<file path="src/hdl/bbd_pkg.sv">
// ----------------------------------------------------------------------------
// bbd_pkg - shared types and helpers for the bilinear Bayer demosaic
// Word types for both channels, the command word between front and back end,
// register codes and small arithmetic helpers.
// ----------------------------------------------------------------------------
package bbd_pkg;

  localparam int MAX_WIDTH   = 4096;
  localparam int SAMPLE_BITS = 16;
  localparam int COL_BITS    = 12;
  localparam int DIM_BITS    = 13;
  localparam int POS_BITS    = 25;
  localparam int SUM_BITS    = 19;
  localparam int CNT_BITS    = 3;
  localparam int ADDR_BITS   = $clog2(MAX_WIDTH);

  // register indexes on the configuration port
  localparam logic [1:0] REG_FRAME_WIDTH  = 2'd0;
  localparam logic [1:0] REG_FRAME_HEIGHT = 2'd1;
  localparam logic [1:0] REG_CFA_PATTERN  = 2'd2;

  localparam logic [DIM_BITS-1:0] WIDTH_RESET  = 13'd640;
  localparam logic [DIM_BITS-1:0] HEIGHT_RESET = 13'd480;
  localparam logic [DIM_BITS-1:0] DIM_MIN      = 13'd2;
  localparam logic [DIM_BITS-1:0] DIM_MAX      = 13'd4096;

  // input word kinds
  localparam logic REQ_PIXEL = 1'b0;
  localparam logic REQ_FLUSH = 1'b1;

  // colour site codes
  localparam logic [1:0] SITE_RED      = 2'd0;
  localparam logic [1:0] SITE_GREEN_R  = 2'd1;
  localparam logic [1:0] SITE_GREEN_B  = 2'd2;
  localparam logic [1:0] SITE_BLUE     = 2'd3;

  // ceil(2^19 / 3): exact quotient by three for sums below 2^19
  localparam logic [17:0] RECIP3       = 18'd174763;
  localparam int          RECIP3_SHIFT = 19;

  typedef struct packed {
    logic                   req_type;
    logic [SAMPLE_BITS-1:0] raw_sample;
  } in_word_t;

  typedef struct packed {
    logic [SAMPLE_BITS-1:0] blue_value;
    logic [SAMPLE_BITS-1:0] green_value;
    logic [SAMPLE_BITS-1:0] red_value;
    logic [COL_BITS-1:0]    out_column;
    logic [COL_BITS-1:0]    out_row;
    logic                   frame_end;
  } out_word_t;

  // one decoded item for the back end
  typedef struct packed {
    logic                   wr;
    logic                   emit;
    logic [ADDR_BITS-1:0]   addr;
    logic [SAMPLE_BITS-1:0] sample;
    logic [COL_BITS-1:0]    x;
    logic [COL_BITS-1:0]    y;
    logic                   last;
    logic                   has_l;
    logic                   has_r;
    logic                   has_u;
    logic                   has_d;
    logic [1:0]             site;
  } cmd_t;

  // raster advance with wrap at width and height
  function automatic logic [2*COL_BITS-1:0] advance_pos(
    input logic [COL_BITS-1:0] col,
    input logic [COL_BITS-1:0] row,
    input logic [DIM_BITS-1:0] w,
    input logic [DIM_BITS-1:0] h
  );
    logic [DIM_BITS-1:0] c;
    logic [DIM_BITS-1:0] r;
    c = {1'b0, col} + 13'd1;
    r = {1'b0, row};
    if (c >= w) begin
      c = '0;
      r = r + 13'd1;
    end
    if (r >= h) r = '0;
    return {r[COL_BITS-1:0], c[COL_BITS-1:0]};
  endfunction

  // truncating divide by a neighbor count of one to four
  function automatic logic [SAMPLE_BITS-1:0] div_count(
    input logic [SUM_BITS-1:0] num,
    input logic [CNT_BITS-1:0] cnt
  );
    logic [SUM_BITS+17:0] prod;
    logic [SAMPLE_BITS-1:0] q;
    prod = (SUM_BITS+18)'(num) * (SUM_BITS+18)'(RECIP3);
    unique case (cnt)
      3'd1:    q = num[SAMPLE_BITS-1:0];
      3'd2:    q = num[SAMPLE_BITS:1];
      3'd3:    q = prod[RECIP3_SHIFT+SAMPLE_BITS-1:RECIP3_SHIFT];
      3'd4:    q = num[SAMPLE_BITS+1:2];
      default: q = '0;
    endcase
    return q;
  endfunction

endpackage

</file>
<file path="src/hdl/bbd_fifo.sv">
// ----------------------------------------------------------------------------
// bbd_fifo - command queue between front and back end
// Four-entry register queue of decoded commands.
// ----------------------------------------------------------------------------
module bbd_fifo (
  input  logic          clk,
  input  logic          rst_n,
  input  logic          push,
  input  bbd_pkg::cmd_t push_cmd,
  input  logic          pop,
  output bbd_pkg::cmd_t head_cmd,
  output logic          full,
  output logic          empty
);
  import bbd_pkg::*;

  cmd_t       slot_r [4];
  logic [1:0] wr_ptr_r, wr_ptr_nxt;
  logic [1:0] rd_ptr_r, rd_ptr_nxt;
  logic [2:0] count_r, count_nxt;

  assign full     = (count_r == 3'd4);
  assign empty    = (count_r == 3'd0);
  assign head_cmd = slot_r[rd_ptr_r];

  always_comb begin
    wr_ptr_nxt = wr_ptr_r + 2'(push);
    rd_ptr_nxt = rd_ptr_r + 2'(pop);
    count_nxt  = count_r + 3'(push) - 3'(pop);
  end

  always_ff @(posedge clk) begin
    if (!rst_n) begin
      wr_ptr_r <= '0;
      rd_ptr_r <= '0;
      count_r  <= '0;
    end else begin
      wr_ptr_r <= wr_ptr_nxt;
      rd_ptr_r <= rd_ptr_nxt;
      count_r  <= count_nxt;
    end
  end

  always_ff @(posedge clk) begin
    if (push) slot_r[wr_ptr_r] <= push_cmd;
  end

endmodule

</file>
<file path="config.mk">
export PLATFORM = sky130hd
export DESIGN_NAME = bbd_fifo
export DESIGN_NICKNAME = d
export VERILOG_FILES = /design/src/hdl/bbd_pkg.sv /design/src/hdl/bbd_fifo.sv
export SDC_FILE = /design/constraint.sdc
export NUM_CORES = 1
export LEC_CHECK = 0
export BUFFER_PORTS_ARGS = -buffer_cell sky130_fd_sc_hd__buf_2
export CAP_MARGIN = 20
export CORE_UTILIZATION = 50
export DETAILED_ROUTE_END_ITERATION = 10
export PLACE_DENSITY = 0.7
export SKIP_CTS_REPAIR_TIMING = 1
export SLEW_MARGIN = 0
export SYNTH_ARGS = -nofsm -noshare
export SYNTH_HDL_FRONTEND = slang
export SYNTH_SLANG_ARGS = --single-unit
</file>
<file path="constraint.sdc">
create_clock -name clk -period 6.03 [get_ports clk]
set_input_delay 0.3015 -clock clk [delete_from_list [all_inputs] [get_ports clk]]
set_output_delay 0.3015 -clock clk [all_outputs]
set_load 0.02 [all_outputs]
</file>
## Yosys cells after proc, flatten, opt, wreduce, memory -nomap -nowiden

Memory sizes are Yosys's and may differ from the RTL's. A register that Yosys moved wholly into a read port is not among the register bits.
Cells that the tools add are included.

| word-level totals | value |
|---|---|
| output and inout port bits | 63 |
| register bits | 7 |
| input port bits | 65 |
| word-level logic and storage cells | 13 |
| bits in writable memories | 244 |
| memories kept | 1 |

Memory list:

| memory | depth | bits a word | rd ports | clocked after Yosys merged registers in | write ports | line | RTL |
|---|---|---|---|---|---|---|---|
| slot_r | 4 | 61 | 1 | 1 | 1 | bbd_fifo.sv:17 | `cmd_t slot_r [4];` |

| operators by class | value |
|---|---|
| $add $sub $neg | 4 |
| eq/ne operators | 1 |
| multiplexer cells | 3 |
| reductions and logical operators | 1 |

Operators by type and width:

| operator | count |
|---|---|
| 2-bit by 1-bit adder with 2-bit output | 2 |
| 3-bit by 1-bit adder with 3-bit output | 1 |
| 3-bit == test (second input constant) | 1 |
| 3-bit zero test | 1 |
| 3-bit by 1-bit subtractor with 3-bit output | 1 |
| 1-bit two-way mux | 2 |
| 2-bit two-way mux | 1 |

## Logic depth before layout (Yosys ltp)

| depth | value |
|---|---|
| depth in word-level cells | 2 |
| depth in mapped cells | 7 |
| depth with buffers taken out | 7 |

## Worst setup path before layout

No wires, ideal clock.

| path | value |
|---|---|
| path type | flip-flop to flip-flop |
| from | register wr_ptr_r[1] |
| to | memory slot_r[0][0] in the netlist's numbering, enable pin |
| stages on the path, launching flop included | 2 |
| slack | 652 ps |
| clock period less this slack | 5378 ps |
| required time | 5463 ps |
| buffers on the path | 0 |
| library setup time | 567 ps |
| arrival | 4811 ps |
| cell sequence | dfxtp_1 -> nor3b_1 |

RTL lines:

| element | line | RTL |
|---|---|---|
| start: declaration | bbd_fifo.sv:18 | `logic [1:0] wr_ptr_r, wr_ptr_nxt;` |
| start signal: assignment | bbd_fifo.sv:38 | `wr_ptr_r <= wr_ptr_nxt;` |
| end: declaration | bbd_fifo.sv:17 |  |

No word-level cell before the write port.

==> impl_metrics.ini <==
[timing]
max_slew.worst_pin.slew_ns = 0.959
clock_skew_ns = 0.0184
finalSetupViolations = 0
finalHoldViolations = 0
slew-limit-headroom = 0.360
tns_ns = 0
slew_violations = 0
min_period_ns = 3.03
fmax_mhz = 330
fin_crit_sh = 0.503
rsz0062_at_grt = false

[cells_and_area]
layout-drive-gt1-share = 0.432
fin_area_mm2 = 0.0110
area_growth_pct = 19.3
multiInputGateArea_mm2 = 0.00159
finalNetCount = 589
antenna_cells = 0
regArea_mm2 = 0.00747
fin_util = 0.610
nFillCells = 1323

[yosys]
synth_nets = 422
synth_xor_area_frac = 0.00434
ys_warn_count = 0
synthesis.area_mm2 = 0.00922
synth.ff_latch_count = 251
synth_compound_area_frac = 0
ys_seq_area_frac = 0.810
ys_top_cells_by_area = edfxtp_1 79%, mux4_2 15%, dfxtp_1 1.5%
synthAdderAreaFrac = 0.00760
syn_inst = 352
ys_types = 20
synth_top_area_cell = edfxtp_1
syn_avg_cell_area_um2 = 26.2
synth.mux.area_fraction = 0.149
synth-simple-area-share = 0.00923
yosysTopAreaCellShare = 0.795
synth_top_family_by_area = multiplexers

[critical_path]
critPathSlowestCell = buf_4
path_class = flop to primary output
path_buf_inv = 2
worst_path_dominant_cell_family = buffers and inverters
cp_data_arrival_time_ns = 2.73
cpPeakStageDelay_ns = 0.74
worst_setup_path_end_kind = primary output
cp-start-kind = flop
cp_data_required_time_ns = 5.73
crit_fanout = 40
worstPathCellList = buf_4 -> mux4_2 -> buf_2
rrSetupSlack_ns = 4.24

[run_status]
outcome = completed

[global_route]
grt_first_pass_wirelength_mm = 23.3
grt_usage = 0.168
grt_pass1_vias = 4322
overflow = 0
grt_start_max_net_pins = 63
antenna_found_initial = 1

[placement]
io_buffers = 127
dpl.hpwl_mm = 8.97
dpl_cell_area_mm2 = 0.0101
gp_congestion = 0.680

[cts]
path_clk_slew_ns = 0.06
cts_root_buffer = clkbuf_16
clockBufferDepth = 3
tritoncts.num_buffers = 25
clk_latency_ns = 0.51
cts_tree = built
ctsHtreeMaxLevel = 1
numClockSinks = 251

[route]
drt.antenna.violating_nets = 0
vias = 4141
post_drt_via_cell_ratio = 5.41
wire_per_inst_um = 20.8
drc = 0
drtIter0Drc = 217
drt_pass1_iterations = 4
wl_mm = 15.9

[job]
drv_cap = 0

[floorplanning]
placementRows = 49
dieArea_mm2 = 0.0190
core-area_mm2 = 0.0180
io_pins = 128
die_w_um = 138
die_h_um = 138
start_util = 0.512

[min_path]
hold_class = primary input to flop

[power]
peakVddDrop_v = 0.000286
pwr_density_cell_mw_per_mm2 = 348
p_total_w = 0.00382
p_leak_nw = 3.74
-- flip-flops by register name, indices dropped and copies added (netlist names) --
register  count
count_r       3
wr_ptr_r      2
slot_r      244
rd_ptr_r      2
-- cells in the final DEF (no fill, tap or decap), drive strengths merged --
cell type | Yosys | routed
mux4 | 61 | 61
clkbuf | 1 | 29
fa | 1 | 1
clkinv | 0 | 15
nor2 | 1 | 1
ha | 4 | 4
dfxtp | 7 | 7
and3 | 2 | 2
buf | 13 | 132
xnor3 | 1 | 1
xor2 | 2 | 2
dlygate4sd3 | 0 | 22
and3b | 1 | 1
inv | 4 | 5
and2 | 7 | 7
nand2 | 1 | 1
edfxtp | 244 | 244
nor3 | 1 | 1
nor3b | 1 | 1
-- area by class of cell --
cell class,instances,area share
clock buffers,29,0.0583
multi-input cells,83,0.145
flip-flops and latches,251,0.680
well taps,229,0.0261
clock inverters,16,0.00717
repair buffers,154,0.0824
inverters,4,0.00137
-- kinds of logic after synthesis --
kind of cell | Yosys count
flops | 251
mux | 61
buf+inv | 18
simple gates | 14
fa+ha+maj | 5
xor+xnor | 3
-- path summary, 6_finish.rpt --
check                         start                       to  depth (start not counted)
min                    push_cmd[18]  slot_r[3][18]$_DFFE_PP_                          1
min reg2reg  wr_ptr_r[1]$_SDFF_PN0_   wr_ptr_r[1]$_SDFF_PN0_                          2
max reg2reg  wr_ptr_r[1]$_SDFF_PN0_  slot_r[2][55]$_DFFE_PP_                          3
max          rd_ptr_r[0]$_SDFF_PN0_              head_cmd[0]                          3
-- synth_stat cells, drive strengths merged --
| library cell | instances |
|---|---|
| mux4 | 61 |
| nor3 | 1 |
| and3b | 1 |
| edfxtp | 244 |
| nor3b | 1 |
| buf | 13 |
| nor2 | 1 |
| and2 | 7 |
| xor2 | 2 |
| fa | 1 |
| xnor3 | 1 |
| clkbuf | 1 |
| ha | 4 |
| inv | 4 |
| nand2 | 1 |
| and3 | 2 |
| dfxtp | 7 |
-- per-stage QoR --
| step | hold slack (ns) | cells | worst slack (ns) |
|---|---|---|---|
| 2_1_floorplan | 0.400 | 352 | 0.652 |
| 3_3_place_gp | 0.511 | 698 | 3.41 |
| 3_5_place_dp | 0.518 | 699 | 3.39 |
| 4_1_cts | -0.0169 | 744 | 2.86 |
| 5_1_grt | 0.000513 | 766 | 2.77 |
| 6_report | 0.00784 | 766 | 3.00 |
-- report_power, final --
part | internal (W) | total (W) | switching, W
combinational | 0.000187 | 0.000417 | 0.000229
sequential | 0.00200 | 0.00205 | 0.0000451
clock | 0.000759 | 0.00135 | 0.000596
total | 0.00295 | 0.00382 | 0.000871
-- metal layers --
layer	global-route usage	vias up	share of wire
met4	0.0423	2	0.012
met1	0.215	2172	0.41
met3	0.0386	20	0.051
met2	0.290	100	0.53
met5	0	-	0.0011
li1	-	1847	-
Power figures use the tool's default switching activity.
