--- src/hdl/bbd_pkg.sv ---
// ----------------------------------------------------------------------------
// bbd_pkg - shared types and helpers for the bilinear Bayer demosaic
// Word types for both channels, the command word between front and back end,
// register codes and small arithmetic helpers.
// ----------------------------------------------------------------------------
package bbd_pkg;

  localparam int MAX_WIDTH   = 4096;
  localparam int SAMPLE_BITS = 16;
  localparam int COL_BITS    = 12;
  localparam int DIM_BITS    = 13;
  localparam int POS_BITS    = 25;
  localparam int SUM_BITS    = 19;
  localparam int CNT_BITS    = 3;
  localparam int ADDR_BITS   = $clog2(MAX_WIDTH);

  // register indexes on the configuration port
  localparam logic [1:0] REG_FRAME_WIDTH  = 2'd0;
  localparam logic [1:0] REG_FRAME_HEIGHT = 2'd1;
  localparam logic [1:0] REG_CFA_PATTERN  = 2'd2;

  localparam logic [DIM_BITS-1:0] WIDTH_RESET  = 13'd640;
  localparam logic [DIM_BITS-1:0] HEIGHT_RESET = 13'd480;
  localparam logic [DIM_BITS-1:0] DIM_MIN      = 13'd2;
  localparam logic [DIM_BITS-1:0] DIM_MAX      = 13'd4096;

  // input word kinds
  localparam logic REQ_PIXEL = 1'b0;
  localparam logic REQ_FLUSH = 1'b1;

  // colour site codes
  localparam logic [1:0] SITE_RED      = 2'd0;
  localparam logic [1:0] SITE_GREEN_R  = 2'd1;
  localparam logic [1:0] SITE_GREEN_B  = 2'd2;
  localparam logic [1:0] SITE_BLUE     = 2'd3;

  // ceil(2^19 / 3): exact quotient by three for sums below 2^19
  localparam logic [17:0] RECIP3       = 18'd174763;
  localparam int          RECIP3_SHIFT = 19;

  typedef struct packed {
    logic                   req_type;
    logic [SAMPLE_BITS-1:0] raw_sample;
  } in_word_t;

  typedef struct packed {
    logic [SAMPLE_BITS-1:0] blue_value;
    logic [SAMPLE_BITS-1:0] green_value;
    logic [SAMPLE_BITS-1:0] red_value;
    logic [COL_BITS-1:0]    out_column;
    logic [COL_BITS-1:0]    out_row;
    logic                   frame_end;
  } out_word_t;

  // one decoded item for the back end
  typedef struct packed {
    logic                   wr;
    logic                   emit;
    logic [ADDR_BITS-1:0]   addr;
    logic [SAMPLE_BITS-1:0] sample;
    logic [COL_BITS-1:0]    x;
    logic [COL_BITS-1:0]    y;
    logic                   last;
    logic                   has_l;
    logic                   has_r;
    logic                   has_u;
    logic                   has_d;
    logic [1:0]             site;
  } cmd_t;

  // raster advance with wrap at width and height
  function automatic logic [2*COL_BITS-1:0] advance_pos(
    input logic [COL_BITS-1:0] col,
    input logic [COL_BITS-1:0] row,
    input logic [DIM_BITS-1:0] w,
    input logic [DIM_BITS-1:0] h
  );
    logic [DIM_BITS-1:0] c;
    logic [DIM_BITS-1:0] r;
    c = {1'b0, col} + 13'd1;
    r = {1'b0, row};
    if (c >= w) begin
      c = '0;
      r = r + 13'd1;
    end
    if (r >= h) r = '0;
    return {r[COL_BITS-1:0], c[COL_BITS-1:0]};
  endfunction

  // truncating divide by a neighbor count of one to four
  function automatic logic [SAMPLE_BITS-1:0] div_count(
    input logic [SUM_BITS-1:0] num,
    input logic [CNT_BITS-1:0] cnt
  );
    logic [SUM_BITS+17:0] prod;
    logic [SAMPLE_BITS-1:0] q;
    prod = (SUM_BITS+18)'(num) * (SUM_BITS+18)'(RECIP3);
    unique case (cnt)
      3'd1:    q = num[SAMPLE_BITS-1:0];
      3'd2:    q = num[SAMPLE_BITS:1];
      3'd3:    q = prod[RECIP3_SHIFT+SAMPLE_BITS-1:RECIP3_SHIFT];
      3'd4:    q = num[SAMPLE_BITS+1:2];
      default: q = '0;
    endcase
    return q;
  endfunction

endpackage

--- src/hdl/bbd_front.sv ---
// ----------------------------------------------------------------------------
// bbd_front - input side of the demosaic
// Take words, track raster positions, decide emission and queue commands.
// ----------------------------------------------------------------------------
module bbd_front (
  input  logic                          clk,
  input  logic                          rst_n,
  input  logic                          in_valid,
  output logic                          in_ready,
  input  bbd_pkg::in_word_t             in_data,
  input  logic                          cfg_we,
  input  logic [1:0]                    cfg_index,
  input  logic [bbd_pkg::DIM_BITS-1:0]  cfg_data,
  input  logic                          q_full,
  output logic                          q_push,
  output bbd_pkg::cmd_t                 q_cmd
);
  import bbd_pkg::*;

  typedef enum logic [2:0] {
    F_IDLE = 3'b001,
    F_CALC = 3'b010,
    F_DEC  = 3'b100
  } fstate_t;

  fstate_t             state_r, state_nxt;
  logic [DIM_BITS-1:0] frame_width_r, frame_height_r;
  logic [1:0]          cfa_r;
  logic [COL_BITS-1:0] in_col_r, in_row_r, em_col_r, em_row_r;
  logic [COL_BITS-1:0] in_col_nxt, in_row_nxt, em_col_nxt, em_row_nxt;
  in_word_t            item_r;
  logic [POS_BITS-1:0] pa_r, pb_r, total_r;

  logic [DIM_BITS-1:0]   w, h;
  logic [POS_BITS:0]     pend;
  logic [2*COL_BITS-1:0] in_adv, em_adv;
  logic [DIM_BITS-1:0]   vcol;
  logic [1:0]            code;
  logic                  bx, by;
  logic                  accept;

  always_comb begin
    w = frame_width_r;
    if (w < DIM_MIN) w = DIM_MIN;
    if (w > DIM_MAX) w = DIM_MAX;
    h = frame_height_r;
    if (h < DIM_MIN) h = DIM_MIN;
    if (h > DIM_MAX) h = DIM_MAX;
  end

  assign in_ready = (state_r == F_IDLE) && !q_full;
  assign accept   = in_valid && in_ready;

  always_comb begin
    if (pa_r >= pb_r) pend = (POS_BITS+1)'(pa_r) - (POS_BITS+1)'(pb_r);
    else pend = (POS_BITS+1)'(pa_r) + (POS_BITS+1)'(total_r) - (POS_BITS+1)'(pb_r);
  end

  assign in_adv = advance_pos(in_col_r, in_row_r, w, h);
  assign em_adv = advance_pos(em_col_r, em_row_r, w, h);

  // site phase, odd height: 0 RGGB, 1 GRBG, 2 GBRG, 3 BGGR; even height swaps 0/2 and 1/3
  always_comb begin
    unique case (cfa_r)
      2'd0:    code = 2'd2;
      2'd1:    code = 2'd3;
      2'd2:    code = 2'd0;
      default: code = 2'd1;
    endcase
    bx = code[0];
    by = code[1] ^ h[0];
  end

  always_comb begin
    vcol = {1'b0, em_col_r} + 13'd1;
    if (vcol >= w) vcol = '0;
  end

  always_comb begin
    state_nxt  = state_r;
    in_col_nxt = in_col_r;
    in_row_nxt = in_row_r;
    em_col_nxt = em_col_r;
    em_row_nxt = em_row_r;
    q_push     = 1'b0;

    q_cmd        = '0;
    q_cmd.x      = em_col_r;
    q_cmd.y      = em_row_r;
    q_cmd.last   = ({1'b0, em_col_r} + 13'd1 == w) && ({1'b0, em_row_r} + 13'd1 == h);
    q_cmd.has_l  = (em_col_r != '0);
    q_cmd.has_r  = ({1'b0, em_col_r} + 13'd1 < w);
    q_cmd.has_u  = (em_row_r != '0);
    q_cmd.has_d  = ({1'b0, em_row_r} + 13'd1 < h);
    q_cmd.site   = {em_row_r[0] ^ by, em_col_r[0] ^ bx};

    unique case (state_r)
      F_IDLE: if (accept) state_nxt = F_CALC;
      F_CALC: state_nxt = F_DEC;
      F_DEC: begin
        state_nxt = F_IDLE;
        if (item_r.req_type == REQ_PIXEL) begin
          q_push       = 1'b1;
          q_cmd.wr     = 1'b1;
          q_cmd.emit   = (pend > (POS_BITS+1)'(w));
          q_cmd.addr   = in_col_r;
          q_cmd.sample = item_r.raw_sample;
          {in_row_nxt, in_col_nxt} = in_adv;
          if (q_cmd.emit) {em_row_nxt, em_col_nxt} = em_adv;
        end else if (in_col_r == '0 && in_row_r == '0 && pend != '0) begin
          q_push     = 1'b1;
          q_cmd.emit = 1'b1;
          q_cmd.addr = vcol[ADDR_BITS-1:0];
          {em_row_nxt, em_col_nxt} = em_adv;
        end
      end
      default: state_nxt = F_IDLE;
    endcase
  end

  always_ff @(posedge clk) begin
    if (!rst_n) begin
      state_r        <= F_IDLE;
      frame_width_r  <= WIDTH_RESET;
      frame_height_r <= HEIGHT_RESET;
      cfa_r          <= '0;
      in_col_r       <= '0;
      in_row_r       <= '0;
      em_col_r       <= '0;
      em_row_r       <= '0;
    end else begin
      state_r  <= state_nxt;
      in_col_r <= in_col_nxt;
      in_row_r <= in_row_nxt;
      em_col_r <= em_col_nxt;
      em_row_r <= em_row_nxt;
      if (cfg_we) begin
        unique case (cfg_index)
          REG_FRAME_WIDTH:  frame_width_r  <= cfg_data;
          REG_FRAME_HEIGHT: frame_height_r <= cfg_data;
          REG_CFA_PATTERN:  cfa_r          <= cfg_data[1:0];
          default: ;
        endcase
      end
    end
  end

  // linear positions for the pending-distance check
  always_ff @(posedge clk) begin
    if (accept) item_r <= in_data;
    if (state_r == F_CALC) begin
      pa_r    <= POS_BITS'(in_row_r) * POS_BITS'(w) + POS_BITS'(in_col_r);
      pb_r    <= POS_BITS'(em_row_r) * POS_BITS'(w) + POS_BITS'(em_col_r);
      total_r <= POS_BITS'(w) * POS_BITS'(h);
    end
  end

endmodule

--- config.mk ---
export PLATFORM = sky130hd
export DESIGN_NAME = bbd_front
export DESIGN_NICKNAME = d
export VERILOG_FILES = /design/src/hdl/bbd_pkg.sv /design/src/hdl/bbd_front.sv
export SDC_FILE = /design/constraint.sdc
export NUM_CORES = 2
export LEC_CHECK = 0
export BUFFER_PORTS_ARGS = -buffer_cell sky130_fd_sc_hd__buf_2
export CORE_ASPECT_RATIO = 1.25
export CORE_MARGIN = 1.5
export CORE_UTILIZATION = 65
export DETAILED_ROUTE_END_ITERATION = 16
export GPL_TIMING_DRIVEN = 0
export HOLD_SLACK_MARGIN = 0.08
export PLACE_DENSITY = 0.85
export SLEW_MARGIN = 20
export SYNTH_ARGS = -nofsm -noshare
export SYNTH_HDL_FRONTEND = slang
export SYNTH_SLANG_ARGS = --single-unit
--- constraint.sdc ---
create_clock -name clk -period 7.6 [get_ports clk]
set_input_delay 1.9 -clock clk [delete_from_list [all_inputs] [get_ports clk]]
set_output_delay 1.9 -clock clk [all_outputs]
set_load 0.01 [all_outputs]
# Yosys cells after proc, flatten, opt, wreduce, memory -nomap -nowiden
# Index checks and enable logic that the tools add are counted.
# word_totals
ff_bits,171
inputBits,37
output_inout_bits,63
elab_cells,99
# classes
n_addsub,9
mul,3
n_lt_le_gt_ge,12
eq_ne,11
n_mux,28
bitwise_logic,4
reduce_logical,19
# ops
operator,n
two-way mux 12 bit,10
two-way mux 13 bit,8
"adder 12 x 1 -> 13 bit, second input constant",4
greater-or-equal comparator 13 bit,4
adder 25 x 12 -> 25 bit,2
multiplier 12 x 13 -> 25 bit,2
two-way mux 30 bit,1
adder 25 x 25 -> 26 bit,1
equality test 13 bit,2
"greater-than comparator 13 bit, second input constant",2
greater-than comparator 26 x 13 -> 1 bit,1
less-than comparator 13 bit,2
"less-than comparator 13 x 2 -> 1 bit, second input constant",2
two-way mux 26 bit,1
nonzero test 26 bit,1
subtractor 25 x 25 -> 26 bit,1
subtractor 26 x 25 -> 26 bit,1
greater-or-equal comparator 25 bit,1
multiplier 13 x 13 -> 25 bit,1
zero test 12 bit,2
nonzero test 12 bit,2
two-way mux 16 bit,1
AND reduction 2 bit,4
case mux 2 bit (3 select lines),1
other kinds (17),29

# Longest topological paths before layout
# depth
ltp_word,10
depth_mapped,32
mapped_depth_nobuf,29

# Worst setup path after synthesis
# Ideal clock, no wire load.
# synth_path
path_kind,register to register
start,reg frame_width_r[12]
end,"reg pa_r[23], data pin"
setup_ps,258
t_arrival_ps,6463
required_time_ps,7342
path_slack_ps,880
path_stages_with_launch,30
n_path_buf,3
cell_sequence,dfxtp_1 -> clkbuf_1 -> o21ai_0 -> and2_1 -> clkbuf_1 -> inv_1 -> clkbuf_1 -> nor2_1 -> fa_1 -> inv_1 -> fa_1 -> inv_1 -> ha_1 -> ha_1 -> inv_1 -> fa_1 -> inv_1 -> fa_1 -> a21o_1 -> a21oi_1 -> o21ai_0 -> a21oi_1 -> o21ai_0 -> a41oi_1 -> a211oi_1 -> a41o_1 -> o41a_1 -> a21o_1 -> a21oi_1 -> xnor2_1
# synth_via
elab_chain_cells,6
# synth_rtl
element,line_no,rtl
"start, declared",bbd_front.sv:27,"logic [DIM_BITS-1:0] frame_width_r, frame_height_r;"
"start signal, assigned",bbd_front.sv:139,REG_FRAME_WIDTH: frame_width_r <= cfg_data;
less-than comparator 13 x 2 -> 1 bit,bbd_front.sv:44,if (w < DIM_MIN) w = DIM_MIN;
two-way mux 13 bit (*),bbd_front.sv:44,
greater-than comparator 13 bit,bbd_front.sv:45,if (w > DIM_MAX) w = DIM_MAX;
two-way mux 13 bit (*),bbd_front.sv:45,
multiplier 12 x 13 -> 25 bit (*),bbd_front.sv:152,pa_r <= POS_BITS'(in_row_r) * POS_BITS'(w) + POS_BITS'(in_col_r);
adder 25 x 12 -> 25 bit (*),bbd_front.sv:152,
"end signal, assigned",bbd_front.sv:152,
"end, declared",bbd_front.sv:32,"logic [POS_BITS-1:0] pa_r, pb_r, total_r;"
# Mark *: on every way between the ends. The rest lies on a longest branch, timed or not.
# A chain may end at the register's enable or synchronous reset.

==> run_results.csv <==
group,metric,value,unit
routing,highest_layer,"met5",
final_layout,area_growth,7.74,%
routing,via_count,25600,
yosys,synth_enable_flop_cells,92,
yosys,synth_mux_area_frac,0.00714,
pwr,power,2.53,mW
routing,vias_per_cell,6.09,
sta,fmax,134,MHz
routing,m1WireLength,31000,µm
clocking,clk_path_buf_depth,2,
min_path,min_from,"frame_height_r[8]$_SDFFE_PN1P_",
min_path,hold_class,"register to register",
global_routing,grt_antenna_before_repair,5,
sta,period_needed,7.46,ns
flow_run,drv_cap,0,
yosys,synthCells,3488,
critical_path,r2r-start,"frame_height_r[12]$_SDFFE_PN0P_",
final_layout,fill_cells,3444,
die,dieHeight,241,µm
clocking,cts_tree,"built",
sta,fin_crit_sh,0.981,
sta,finalClockSkew,0.0189,ns
global_routing,first_global_vias,26600,
sta,worst_pin_slew,1.17,ns
pwr,powerDensity,79.8,mW/mm²
routing,finalWirelength,90000,µm
final_layout,fin_util,0.706,
die,ioPinCount,100,
placed_design,dpl.hpwl,71000,µm
clocking,clk_latency,0.48,ns
sta,setup_viol,0,
yosys,synth-seq-cells,171,
yosys,synth_fp_nets,4260,
global_routing,grt_usage,0.392,
clocking,htree_num_levels,4,
global_routing,globalRoute.totalOverflow,0,
critical_path,cp_max_fo,10,
global_routing,grt_pass1_wl,138000,µm
die,start_util,0.655,
placed_design,place_congestion,1.02,
routing,ant_nets,0,
yosys,synthAdderAreaFrac,0.411,
routing,drcViolationCount,0,
clocking,cts-buffers-inserted,17,
pwr,ir_drop,0.137,mV
critical_path,worstSetupEndpointType,"primary output",
yosys,synth-seq-area-share,0.148,
sta,maxSlewHeadroom,0.208,
critical_path,crit_start,"pa_r[4]$_DFFE_PP_",
routing,avgRoutedWirePerCell,21.4,µm
critical_path,start_kind,"register",
yosys,synth_compound_area_frac,0.0964,
yosys,synth.area.top_cells,"fa_1 (26%), ha_1 (15%), edfxtp_1 (9.4%)",
clocking,cts_root_buffer,"clkbuf_16",
routing,first_pass_iters,6,
yosys,synth_xor_area_frac,0.0461,
yosys,synth_top_area_frac,0.264,
yosys,synth-simple-area-share,0.176,
routing,drt_iter0_drc,2341,
final_layout,drive_gt1_frac,0.0732,
critical_path,worstPathArrival,5.56,ns
die,num_rows,87,
yosys,yosysWarnings,0,
yosys,async_reset_ff_frac,0,
global_routing,grt_max_degree,20,
yosys,synthDistinctLibCells,78,
run_status,status,"completed",
sta,hold_violations,0,
clocking,clkTransAtPathRegs,0.08,ns
yosys,yosysTopAreaCell,"fa_1",
placed_design,io_buffers,99,
critical_path,setup.worst_path.class,"register to primary output",
yosys,synth_area,0.0294,mm²
routing,route.met2.wl,42300,µm
pwr,p_leak,15.8,nW
yosys,synth_top_family_by_area,"adder cells",
die,core_area,0.0450,mm²
yosys,synth_flop_cell,"edfxtp_1",
sta,report.final.slew_viol_count,0,
yosys,syn-mean-instance-area,8.44,µm²
routing,wl_met3,8960,µm
clocking,clock-sinks,171,
final_layout,fin_nets,4394,
die,fp.dieW,193,µm
critical_path,worst-endpoint-required,5.70,ns
die,die_area,0.0466,mm²
final cells by class:
type                    instances  area (µm²)  area share
diodes                          1        2.50   0.0000789
repair buffers                120         651      0.0205
clock buffers                  19         454      0.0143
multi-input cells            2427       21900       0.691
flip-flops and latches        171        4340       0.137
plain buffers                 151         692      0.0218
clock inverters                13         170     0.00536
inverters                     734        2770      0.0873
well taps                     578         723      0.0228
synthesized netlist by cell type (29+ instances only):
master	n
dfxtp_1	79
a21boi_0	29
xnor2_1	108
nor2_1	192
a21o_1	40
and2_1	141
and3_1	49
fa_1	388
nor3_1	42
nand2_1	394
o21a_1	32
xor2_1	47
a21oi_1	105
clkbuf_1	129
ha_1	347
o21ai_0	91
edfxtp_1	92
inv_1	724
nand3_1	93
nor2b_1	38
state kept, by name, summed over array words and instances (netlist names):
name and flops:
pb_r 25, total_r 25, em_row_r 12, item_r 17, cfa_r 2, in_col_r 12, state_r 3, frame_height_r 13
in_row_r 12, frame_width_r 13, pa_r 25, em_col_r 12
where the power goes:
part	total [mW]	leakage [nW]	internal [mW]	switching, mW
Sequential	1.00	1.55	0.992	0.00898
Clock	0.964	0.305	0.493	0.471
Combinational	0.566	14.0	0.200	0.367
worst max-delay path, stage by stage, from the launching register on:
cell	delay, ns
edfxtp_1	0.36
inv_1	0.06
fa_1	0.56
inv_1	0.05
ha_1	0.37
nand2_1	0.10
o21ai_1	0.28
a31oi_1	0.17
o21a_2	0.30
o41ai_4	0.56
xor2_1	0.15
or4_1	0.51
a222oi_1	0.24
buf_2	0.30
nand3_1	0.22
nand4_1	0.20
buf_2	0.23
nand2b_1	0.12
o21ai_0	0.12
buf_2	0.18
cell usage in the layout, fill, tap and decap left out, drive strengths merged, types with 32 or more instances in the layout:
| cell type | n |
|---|---|
| nor2b | 38 |
| inv | 733 |
| o21a | 32 |
| edfxtp | 92 |
| nand2 | 394 |
| clkbuf | 144 |
| fa | 388 |
| dfxtp | 79 |
| a21oi | 105 |
| xor2 | 47 |
| ha | 347 |
| and2 | 141 |
| buf | 146 |
| and3 | 49 |
| nor3 | 42 |
| nand3 | 94 |
| o21ai | 107 |
| a21o | 40 |
| xnor2 | 108 |
| nor2 | 192 |
routing by layer:
| metal | GRT usage | vias up |
|---|---|---|
| met3 | 0.0921 | 506 |
| li1 | - | 11300 |
| met5 | 0 | - |
| met4 | 0.305 | 8 |
| met1 | 0.422 | 12300 |
| met2 | 0.672 | 1464 |
kinds of logic after synthesis:
logic type      count (synthesis)
xor+xnor                      155
buf+inv                       890
mux                            20
compound gates                441
simple gates                 1076
fa+ha+maj                     735
flops                         171
worst paths after layout:
kind / to / slack [ns] / cells after the start
worst min register to register: frame_height_r[8]$_SDFFE_PN1P_ / 0.49 / 2
worst max register to register: total_r[24]$_DFFE_PP_ / 0.20 / 25
worst min-delay path: frame_height_r[8]$_SDFFE_PN1P_ / 0.49 / 2
worst max-delay path: q_cmd[57] / 0.14 / 19
through the flow:
stage	std cells	setup TNS (ns)	cell area (µm²)	hold slack [ns]	worst slack [ns]
after floorplan	3488	0	29400	0.449	0.880
after global placement	4165	-101.69	30700	0.466	-1.63
after detailed placement	4174	-55.73	30700	0.473	-1.81
after CTS	4203	0	31500	0.482	0.00871
after global routing	4213	-0.219	31700	0.509	-0.0595
final	4214	0	31700	0.487	0.143
what timing repair did:
item,CTS,global route
buffers inserted,1,11
endpoints found under the setup margin,72,43
hold buffers,0,0
resized for setup,46,78
hold endpoints to repair,0,0
pin swaps,0,7
Power figures use the tool's default switching activity.
