==> src/hdl/bbd_pkg.sv <==
// ----------------------------------------------------------------------------
// bbd_pkg - shared types and helpers for the bilinear Bayer demosaic
// Word types for both channels, the command word between front and back end,
// register codes and small arithmetic helpers.
// ----------------------------------------------------------------------------
package bbd_pkg;

  localparam int MAX_WIDTH   = 4096;
  localparam int SAMPLE_BITS = 16;
  localparam int COL_BITS    = 12;
  localparam int DIM_BITS    = 13;
  localparam int POS_BITS    = 25;
  localparam int SUM_BITS    = 19;
  localparam int CNT_BITS    = 3;
  localparam int ADDR_BITS   = $clog2(MAX_WIDTH);

  // register indexes on the configuration port
  localparam logic [1:0] REG_FRAME_WIDTH  = 2'd0;
  localparam logic [1:0] REG_FRAME_HEIGHT = 2'd1;
  localparam logic [1:0] REG_CFA_PATTERN  = 2'd2;

  localparam logic [DIM_BITS-1:0] WIDTH_RESET  = 13'd640;
  localparam logic [DIM_BITS-1:0] HEIGHT_RESET = 13'd480;
  localparam logic [DIM_BITS-1:0] DIM_MIN      = 13'd2;
  localparam logic [DIM_BITS-1:0] DIM_MAX      = 13'd4096;

  // input word kinds
  localparam logic REQ_PIXEL = 1'b0;
  localparam logic REQ_FLUSH = 1'b1;

  // colour site codes
  localparam logic [1:0] SITE_RED      = 2'd0;
  localparam logic [1:0] SITE_GREEN_R  = 2'd1;
  localparam logic [1:0] SITE_GREEN_B  = 2'd2;
  localparam logic [1:0] SITE_BLUE     = 2'd3;

  // ceil(2^19 / 3): exact quotient by three for sums below 2^19
  localparam logic [17:0] RECIP3       = 18'd174763;
  localparam int          RECIP3_SHIFT = 19;

  typedef struct packed {
    logic                   req_type;
    logic [SAMPLE_BITS-1:0] raw_sample;
  } in_word_t;

  typedef struct packed {
    logic [SAMPLE_BITS-1:0] blue_value;
    logic [SAMPLE_BITS-1:0] green_value;
    logic [SAMPLE_BITS-1:0] red_value;
    logic [COL_BITS-1:0]    out_column;
    logic [COL_BITS-1:0]    out_row;
    logic                   frame_end;
  } out_word_t;

  // one decoded item for the back end
  typedef struct packed {
    logic                   wr;
    logic                   emit;
    logic [ADDR_BITS-1:0]   addr;
    logic [SAMPLE_BITS-1:0] sample;
    logic [COL_BITS-1:0]    x;
    logic [COL_BITS-1:0]    y;
    logic                   last;
    logic                   has_l;
    logic                   has_r;
    logic                   has_u;
    logic                   has_d;
    logic [1:0]             site;
  } cmd_t;

  // raster advance with wrap at width and height
  function automatic logic [2*COL_BITS-1:0] advance_pos(
    input logic [COL_BITS-1:0] col,
    input logic [COL_BITS-1:0] row,
    input logic [DIM_BITS-1:0] w,
    input logic [DIM_BITS-1:0] h
  );
    logic [DIM_BITS-1:0] c;
    logic [DIM_BITS-1:0] r;
    c = {1'b0, col} + 13'd1;
    r = {1'b0, row};
    if (c >= w) begin
      c = '0;
      r = r + 13'd1;
    end
    if (r >= h) r = '0;
    return {r[COL_BITS-1:0], c[COL_BITS-1:0]};
  endfunction

  // truncating divide by a neighbor count of one to four
  function automatic logic [SAMPLE_BITS-1:0] div_count(
    input logic [SUM_BITS-1:0] num,
    input logic [CNT_BITS-1:0] cnt
  );
    logic [SUM_BITS+17:0] prod;
    logic [SAMPLE_BITS-1:0] q;
    prod = (SUM_BITS+18)'(num) * (SUM_BITS+18)'(RECIP3);
    unique case (cnt)
      3'd1:    q = num[SAMPLE_BITS-1:0];
      3'd2:    q = num[SAMPLE_BITS:1];
      3'd3:    q = prod[RECIP3_SHIFT+SAMPLE_BITS-1:RECIP3_SHIFT];
      3'd4:    q = num[SAMPLE_BITS+1:2];
      default: q = '0;
    endcase
    return q;
  endfunction

endpackage

==> src/hdl/bbd_back.sv <==
// ----------------------------------------------------------------------------
// bbd_back - window and interpolation side of the demosaic
// Pop commands, update line stores and window, average and emit pixels.
// ----------------------------------------------------------------------------
module bbd_back (
  input  logic                           clk,
  input  logic                           rst_n,
  input  logic                           q_empty,
  input  bbd_pkg::cmd_t                  q_head,
  output logic                           q_pop,
  output logic                           ram_we,
  output logic [bbd_pkg::ADDR_BITS-1:0]  ram_waddr,
  output logic [2*bbd_pkg::SAMPLE_BITS-1:0] ram_wdata,
  output logic                           ram_re,
  output logic [bbd_pkg::ADDR_BITS-1:0]  ram_raddr,
  input  logic [2*bbd_pkg::SAMPLE_BITS-1:0] ram_rdata,
  output logic                           out_valid,
  input  logic                           out_ready,
  output bbd_pkg::out_word_t             out_data
);
  import bbd_pkg::*;

  typedef enum logic [3:0] {
    B_IDLE = 4'b0001,
    B_RD   = 4'b0010,
    B_SUM  = 4'b0100,
    B_DIV  = 4'b1000
  } bstate_t;

  bstate_t                state_r, state_nxt;
  cmd_t                   cmd_r;
  logic [SAMPLE_BITS-1:0] win_r [9];
  logic [SUM_BITS-1:0]    num_r [3], num_nxt [3];
  logic [CNT_BITS-1:0]    cnt_r [3], cnt_nxt [3];
  out_word_t              out_r;
  logic                   out_valid_r;
  logic                   load;

  logic [SAMPLE_BITS-1:0] up, lo;
  logic [SUM_BITS-1:0]    c, cs, hs, vs;
  logic [CNT_BITS-1:0]    cc, hc, vc;
  logic                   border;

  assign {up, lo}  = ram_rdata;
  assign q_pop     = (state_r == B_IDLE) && !q_empty;
  assign ram_re    = q_pop;
  assign ram_raddr = q_head.addr;
  assign ram_we    = (state_r == B_RD) && cmd_r.wr;
  assign ram_waddr = cmd_r.addr;
  assign ram_wdata = {lo, cmd_r.sample};
  assign load      = (state_r == B_DIV) && (!out_valid_r || out_ready);
  assign out_valid = out_valid_r;
  assign out_data  = out_r;

  always_comb begin
    unique case (state_r)
      B_IDLE:  state_nxt = q_pop ? B_RD : B_IDLE;
      B_RD:    state_nxt = cmd_r.emit ? B_SUM : B_IDLE;
      B_SUM:   state_nxt = B_DIV;
      B_DIV:   state_nxt = load ? B_IDLE : B_DIV;
      default: state_nxt = B_IDLE;
    endcase
  end

  // neighbor sums over the existing neighbors only
  always_comb begin
    c  = SUM_BITS'(win_r[4]);
    cs = '0; cc = '0; hs = '0; hc = '0; vs = '0; vc = '0;
    if (cmd_r.has_u && cmd_r.has_l) begin cs = cs + SUM_BITS'(win_r[0]); cc = cc + 3'd1; end
    if (cmd_r.has_u && cmd_r.has_r) begin cs = cs + SUM_BITS'(win_r[2]); cc = cc + 3'd1; end
    if (cmd_r.has_d && cmd_r.has_l) begin cs = cs + SUM_BITS'(win_r[6]); cc = cc + 3'd1; end
    if (cmd_r.has_d && cmd_r.has_r) begin cs = cs + SUM_BITS'(win_r[8]); cc = cc + 3'd1; end
    if (cmd_r.has_l) begin hs = hs + SUM_BITS'(win_r[3]); hc = hc + 3'd1; end
    if (cmd_r.has_r) begin hs = hs + SUM_BITS'(win_r[5]); hc = hc + 3'd1; end
    if (cmd_r.has_u) begin vs = vs + SUM_BITS'(win_r[1]); vc = vc + 3'd1; end
    if (cmd_r.has_d) begin vs = vs + SUM_BITS'(win_r[7]); vc = vc + 3'd1; end
    border = !cmd_r.has_l || !cmd_r.has_r || !cmd_r.has_u || !cmd_r.has_d;

    // index 0 blue, 1 green, 2 red
    unique case (cmd_r.site)
      SITE_GREEN_R, SITE_GREEN_B: begin
        num_nxt[1] = border ? c + cs : c;
        cnt_nxt[1] = border ? cc + 3'd1 : 3'd1;
        if (cmd_r.site == SITE_GREEN_R) begin
          num_nxt[0] = vs; cnt_nxt[0] = vc;
          num_nxt[2] = hs; cnt_nxt[2] = hc;
        end else begin
          num_nxt[0] = hs; cnt_nxt[0] = hc;
          num_nxt[2] = vs; cnt_nxt[2] = vc;
        end
      end
      SITE_RED: begin
        num_nxt[1] = hs + vs; cnt_nxt[1] = hc + vc;
        num_nxt[0] = cs;      cnt_nxt[0] = cc;
        num_nxt[2] = c;       cnt_nxt[2] = 3'd1;
      end
      default: begin
        num_nxt[1] = hs + vs; cnt_nxt[1] = hc + vc;
        num_nxt[0] = c;       cnt_nxt[0] = 3'd1;
        num_nxt[2] = cs;      cnt_nxt[2] = cc;
      end
    endcase
  end

  always_ff @(posedge clk) begin
    if (!rst_n) begin
      state_r     <= B_IDLE;
      out_valid_r <= 1'b0;
      for (int i = 0; i < 9; i++) win_r[i] <= '0;
    end else begin
      state_r <= state_nxt;
      if (load) out_valid_r <= 1'b1;
      else if (out_ready) out_valid_r <= 1'b0;
      // shift the window left by one column
      if (state_r == B_RD) begin
        win_r[0] <= win_r[1]; win_r[1] <= win_r[2]; win_r[2] <= up;
        win_r[3] <= win_r[4]; win_r[4] <= win_r[5]; win_r[5] <= lo;
        win_r[6] <= win_r[7]; win_r[7] <= win_r[8]; win_r[8] <= cmd_r.sample;
      end
    end
  end

  always_ff @(posedge clk) begin
    if (q_pop) cmd_r <= q_head;
    if (state_r == B_SUM) begin
      for (int i = 0; i < 3; i++) begin
        num_r[i] <= num_nxt[i];
        cnt_r[i] <= cnt_nxt[i];
      end
    end
    if (load) begin
      out_r.blue_value  <= div_count(num_r[0], cnt_r[0]);
      out_r.green_value <= div_count(num_r[1], cnt_r[1]);
      out_r.red_value   <= div_count(num_r[2], cnt_r[2]);
      out_r.out_column  <= cmd_r.x;
      out_r.out_row     <= cmd_r.y;
      out_r.frame_end   <= cmd_r.last;
    end
  end

endmodule

==> config.mk <==
export PLATFORM = sky130hd
export DESIGN_NAME = bbd_back
export DESIGN_NICKNAME = d
export VERILOG_FILES = /design/src/hdl/bbd_pkg.sv /design/src/hdl/bbd_back.sv
export SDC_FILE = /design/constraint.sdc
export NUM_CORES = 2
export LEC_CHECK = 0
export ABC_AREA = 1
export BUFFER_PORTS_ARGS = -buffer_cell sky130_fd_sc_hd__buf_2
export CORE_MARGIN = 2
export CORE_UTILIZATION = 40
export DETAILED_ROUTE_END_ITERATION = 10
export GPL_TIMING_DRIVEN = 0
export HOLD_SLACK_MARGIN = 0.02
export PLACE_DENSITY = 0.61
export SLEW_MARGIN = 20
export SYNTH_ARGS = -nofsm -noshare
export SYNTH_HDL_FRONTEND = slang
export SYNTH_SLANG_ARGS = --single-unit
==> constraint.sdc <==
create_clock -name clk -period 8.22 [get_ports clk]
set_input_delay 1.644 -clock clk [delete_from_list [all_inputs] [get_ports clk]]
set_output_delay 1.644 -clock clk [all_outputs]
set_load 0.03 [all_outputs]
Word-level counts from Yosys, hierarchy flattened
Memory sizes are Yosys's and may differ from the RTL's.
Index checks and enable logic that the tools add are counted.
{"block": "classes", "n_addsub": 14, "multipliers": 3, "n_eq_ne": 18, "n_mux": 48, "n_bitwise": 9, "n_reduce_logical": 20}
{"op": "two-way mux 16 bit", "n": 12}
{"op": "case mux 16 bit (4 select lines)", "n": 3}
{"op": "two-way mux 19 bit", "n": 8}
{"op": "case mux 57 bit (2 select lines)", "n": 1}
{"op": "multiplier 19 x 18 -> 35 bit, second input constant", "n": 3}
{"op": "adder 19 x 16 -> 19 bit", "n": 5}
{"op": "two-way mux 3 bit", "n": 9}
{"op": "adder 16 x 19 -> 19 bit", "n": 1}
{"op": "adder 19 bit", "n": 1}
{"op": "adder 3 x 1 -> 3 bit, second input constant", "n": 6}
{"op": "== test 3 x 2 -> 1 bit, second input constant", "n": 6}
{"op": "case mux 9 bit (2 select lines)", "n": 1}
{"op": "case mux 4 bit (4 select lines)", "n": 1}
{"op": "two-way mux 1 bit", "n": 11}
{"op": "== test 3 x 1 -> 1 bit, second input constant", "n": 3}
{"op": "== test 3 bit, second input constant", "n": 3}
{"op": "bitwise OR 1 bit", "n": 9}
{"op": "logical AND 1 bit", "n": 7}
{"op": "zero test 1 bit", "n": 6}
{"op": "== test 4 x 1 -> 1 bit, second input constant", "n": 1}
{"op": "== test 4 x 2 -> 1 bit, second input constant", "n": 1}
{"op": "== test 4 x 3 -> 1 bit, second input constant", "n": 1}
{"op": "== test 4 bit, second input constant", "n": 1}
{"op": "logical OR 1 bit", "n": 4}
{"op": "other kinds (8)", "n": 8}
{"block": "word_totals", "regBits": 139, "ram_bits": 210, "inputBits": 97, "output_inout_bits": 133, "elab_cells": 135, "mem_count": 3}
{"name": "win_r", "words": 9, "word_bits": 16, "read_ports": 9, "rd_ports_with_merged_regs": 0, "wr": 9, "line_no": "bbd_back.sv:32", "rtl": "logic [SAMPLE_BITS-1:0] win_r [9];"}
{"name": "num_r", "words": 3, "word_bits": 19, "read_ports": 3, "rd_ports_with_merged_regs": 0, "wr": 3, "line_no": "bbd_back.sv:33", "rtl": "logic [SUM_BITS-1:0] num_r [3], num_nxt [3];"}
{"name": "cnt_r", "words": 3, "word_bits": 3, "read_ports": 3, "rd_ports_with_merged_regs": 0, "wr": 3, "line_no": "bbd_back.sv:34", "rtl": "logic [CNT_BITS-1:0] cnt_r [3], cnt_nxt [3];"}

Longest topological paths before layout
{"block": "depth", "word_depth": 11, "depth_mapped": 47, "mapped_depth_nobuf": 45}

Least setup slack after synthesis
OpenSTA, ideal clock, no wires.
{"block": "synth_timing", "path_type": "input -> output", "from": "in q_empty", "to": "out ram_re", "arrival_time_ns": 5.127, "t_required_ns": 6.576, "setup_slack_ns": 1.449, "stages": 2, "n_path_buf": 1, "path_cell_list": "nor2_1 > buf_4"}
{"block": "synth_between", "elab_chain_cells": 2}
{"element": "start, declared", "line_no": "bbd_back.sv:8", "rtl": "input logic q_empty,"}
{"element": "zero test 1 bit", "line_no": "bbd_back.sv:45", "rtl": "assign q_pop = (state_r == B_IDLE) && !q_empty;"}
{"element": "logical AND 1 bit", "line_no": "bbd_back.sv:45"}
{"element": "end, declared", "line_no": "bbd_back.sv:14", "rtl": "output logic ram_re,"}
No other way between the ends.

==> impl_metrics.py <==
metrics = {
    "critical_path": {
        "cp-end-kind": "flop",
        "crit_arrival_ns": 7.89,
        "worst-setup-path-type": "flop to flop",
        "critPathMaxFanout": 10,
        "r2r_start": "cmd_r[5]$_DFFE_PP_",
        "slowest_delay_ns": 0.51,
        "cp_slowest_cell": "o21ai_0",
        "cp-start-kind": "flop",
        "cp.required_ns": 8.55,
        "cp_common_cell": "nand2_1",
        "r2r_end": "num_r[0][33]$_DFFE_PP_",
        "r2r_cells": 41,
        "ff2ff_setup_slack_ns": 0.66,
    },
    "place": {
        "gp_congestion": 0.9714,
        "placed_cell_area_sq_um": 43500,
        "port_buffers": 229,
        "hpwl_mm": 100.1,
    },
    "timing": {
        "setup-tns-final_ns": 0,
        "relSlewSlack_pct": 25.67,
        "fmax_mhz": 132.3,
        "skew_ns": 0.02640,
        "setup_violations": 0,
        "finalCritPeriodShare_pct": 91.98,
        "slew_violations": 0,
        "tightest_slew_ns": 1.103,
        "fin_crit_ns": 7.561,
        "final_hold_viol_count": 0,
        "rsz0062_at_grt": "false",
    },
    "outcome": {
        "status": "finished, final reports clean",
    },
    "floorplan": {
        "dieHeight_microns": 322.0,
        "die_w_microns": 322.0,
        "rows": 116,
        "ios": 230,
        "core_area_sq_um": 100100,
        "initial_core_util_pct": 40.39,
        "die_area_sq_um": 103700,
    },
    "clock_tree": {
        "clk_latency_ns": 0.63,
        "cts_buffer_depth": 3,
        "clock-sinks": 349,
        "cts_max_level": 2,
        "path_clk_slew_ns": 0.06,
        "numCtsBuffers": 43,
        "cts_tree": "yes",
        "cts_root_buf": "clkbuf_16",
    },
    "hold_path": {
        "hold_depth": 0,
        "hold_path_end": "out_data[8]$_DFFE_PP_",
        "hold_class": "flop to flop",
        "worstHoldStart": "cmd_r[14]$_DFFE_PP_",
    },
    "finish": {
        "area_growth_pct": 11.50,
        "fin_area_sq_um": 45100,
        "nets": 6102,
        "antenna_cells": 0,
        "drive_gt1_share_pct": 8.026,
        "fin_util_pct": 45.04,
        "final_cell_mix": "inv_1, nand2_1, ha_1, nor2_1, fa_1",
        "fill_cells": 10056,
        "final_common_cell": "inv_1",
    },
    "yosys": {
        "synth_seq_cells": 349,
        "syn_inst": 4773,
        "synth-edff-count": 344,
        "synth-main-ff-cell": "edfxtp_1",
        "seq_area_frac_synth_pct": 25.79,
        "synth.distinct_cells": 46,
        "ys_top_cells_by_area": "edfxtp_1, ha_1, fa_1",
        "syn-num-nets": 5813,
        "yosysTopAreaCellShare_pct": 25.54,
        "yosys_warnings": 0,
        "netlist_area_sq_um": 40450,
        "syn_area_per_cell_sq_um": 8.474,
        "async_flop_share_pct": 0,
        "synth_largest_area_cell": "edfxtp_1",
    },
    "routing": {
        "wl_met2_mm": 56.40,
        "ant_nets": 0,
        "first_pass_iters": 5,
        "highest_layer": "met5",
        "drt-wirelength-per-cell_microns": 18.50,
        "drt_iter0_drc": 2532,
        "drcViolationCount": 0,
        "met1Wirelength_mm": 51.58,
        "via_per_inst": 5.108,
        "num_vias": 32658,
        "totalWireLength_mm": 118.3,
        "wl_met3_mm": 6.318,
    },
    "global_route": {
        "grt.total_usage_pct": 22.98,
        "grt_pass1_wl_mm": 182.7,
        "grt_pass1_vias": 32438,
        "grt_overflow": 0,
        "grt_max_degree": 57,
        "grt_antenna_before_repair": 2,
    },
    "power": {
        "power_density_nw_per_um2": 116.9,
        "p_leak_uw": 0.02303,
        "ir_drop_mv": 0.1842,
    },
    "run": {
        "max_cap_violations": 0,
    },
}
==> final cells by class <==
class,instances,area [sq um],share of cell area (%)
Timing Repair Buffer,244,1429,3.168
Multi-Input combinational cell,3156,25090,55.62
Clock buffer,44,1080,2.394
Tap cell,1298,1624,3.601
Buffer,129,711.9,1.579
Clock inverter,35,465.4,1.032
Sequential cell,349,10430,23.13
Inverter,1139,4275,9.480
==> synthesized netlist by cell type, types with 33 or more instances <==
cell type and instances:
nand3_1 206, nor2_1 383, buf_4 59, xor2_1 33, fa_1 362, inv_1 1137
o22ai_1 61, ha_1 581, a21oi_1 277, nand2_1 726, o21ai_0 237, clkbuf_1 62
edfxtp_1 344
==> cell families after synthesis <==
group,synth area share [%]
buf+inv,12.32
compound gates,10.18
xor+xnor,1.364
simple gates,14.46
fa+ha+maj,35.89
flops,25.79
==> worst max-delay path, delay by kind of cell, from the launching register on <==
family | cells | cell delay [ns]
buffers and inverters | 3 | 0.64
adders and majority gates | 4 | 1.35
DFF | 1 | 0.50
and+or+nand+nor | 24 | 2.37
AOI/OAI and AO/OA | 8 | 2.07
xor gates and xnor gates | 2 | 0.32
==> layer usage <==
layer / track usage (%) / vias up
met3: 3.024 / 190
met2: 39.07 / 931
li1: - / 15939
met5: 0 / -
met1: 30.29 / 15594
met4: 7.321 / 4
==> state kept, by name (all words and copies together), names as in the netlist <==
signal / count
num_r: 57
cmd_r: 33
win_r: 144
out_data: 73
ram_waddr: 12
state_r: 4
cnt_r: 9
out_valid: 1
ram_wdata: 16
==> how the worst max path moves through the flow <==
stage | from | slack [ns] | to | cells after the start
2_1_floorplan | q_empty | 1.45 | ram_re | 2
3_3_place_gp | q_empty | -0.20 | q_pop | 3
3_5_place_dp | cmd_r[3]$_DFFE_PP_ | -0.02 | num_r[0][37]$_DFFE_PP_ | 45
4_1_cts | cmd_r[3]$_DFFE_PP_ | 0.14 | num_r[0][35]$_DFFE_PP_ | 44
5_1_grt | cmd_r[5]$_DFFE_PP_ | 0.06 | num_r[0][36]$_DFFE_PP_ | 45
6_report | cmd_r[5]$_DFFE_PP_ | 0.66 | num_r[0][33]$_DFFE_PP_ | 41
==> where the power goes <==
| group | total [uW] | internal, uW | switching, uW |
|---|---|---|---|
| Combinational | 1100 | 368 | 735 |
| Clock | 2100 | 1260 | 844 |
| Sequential | 2070 | 2030 | 42.8 |
==> metrics by stage <==
step | setup WS, ns | std cells | hold slack [ns] | power [uW]
finish | 0.6592 | 6394 | 0.4153 | 5272
global route | 0.05908 | 6394 | 0.4231 | 5517
detailed placement | -0.01530 | 6310 | 0.4045 | 3184
global placement | -0.1970 | 6300 | 0.4003 | 3182
CTS | 0.1438 | 6389 | 0.4163 | 5316
floorplan | 1.449 | 4773 | 0.4003 | 2826
==> repair_timing <==
action | 4_1_cts | 5_1_grt
resized for setup | 1 | 9
setup endpoints to repair | 4 | 8
hold buffers | 0 | 0
setup buffers | 0 | 5
Power figures use the tool's default switching activity.
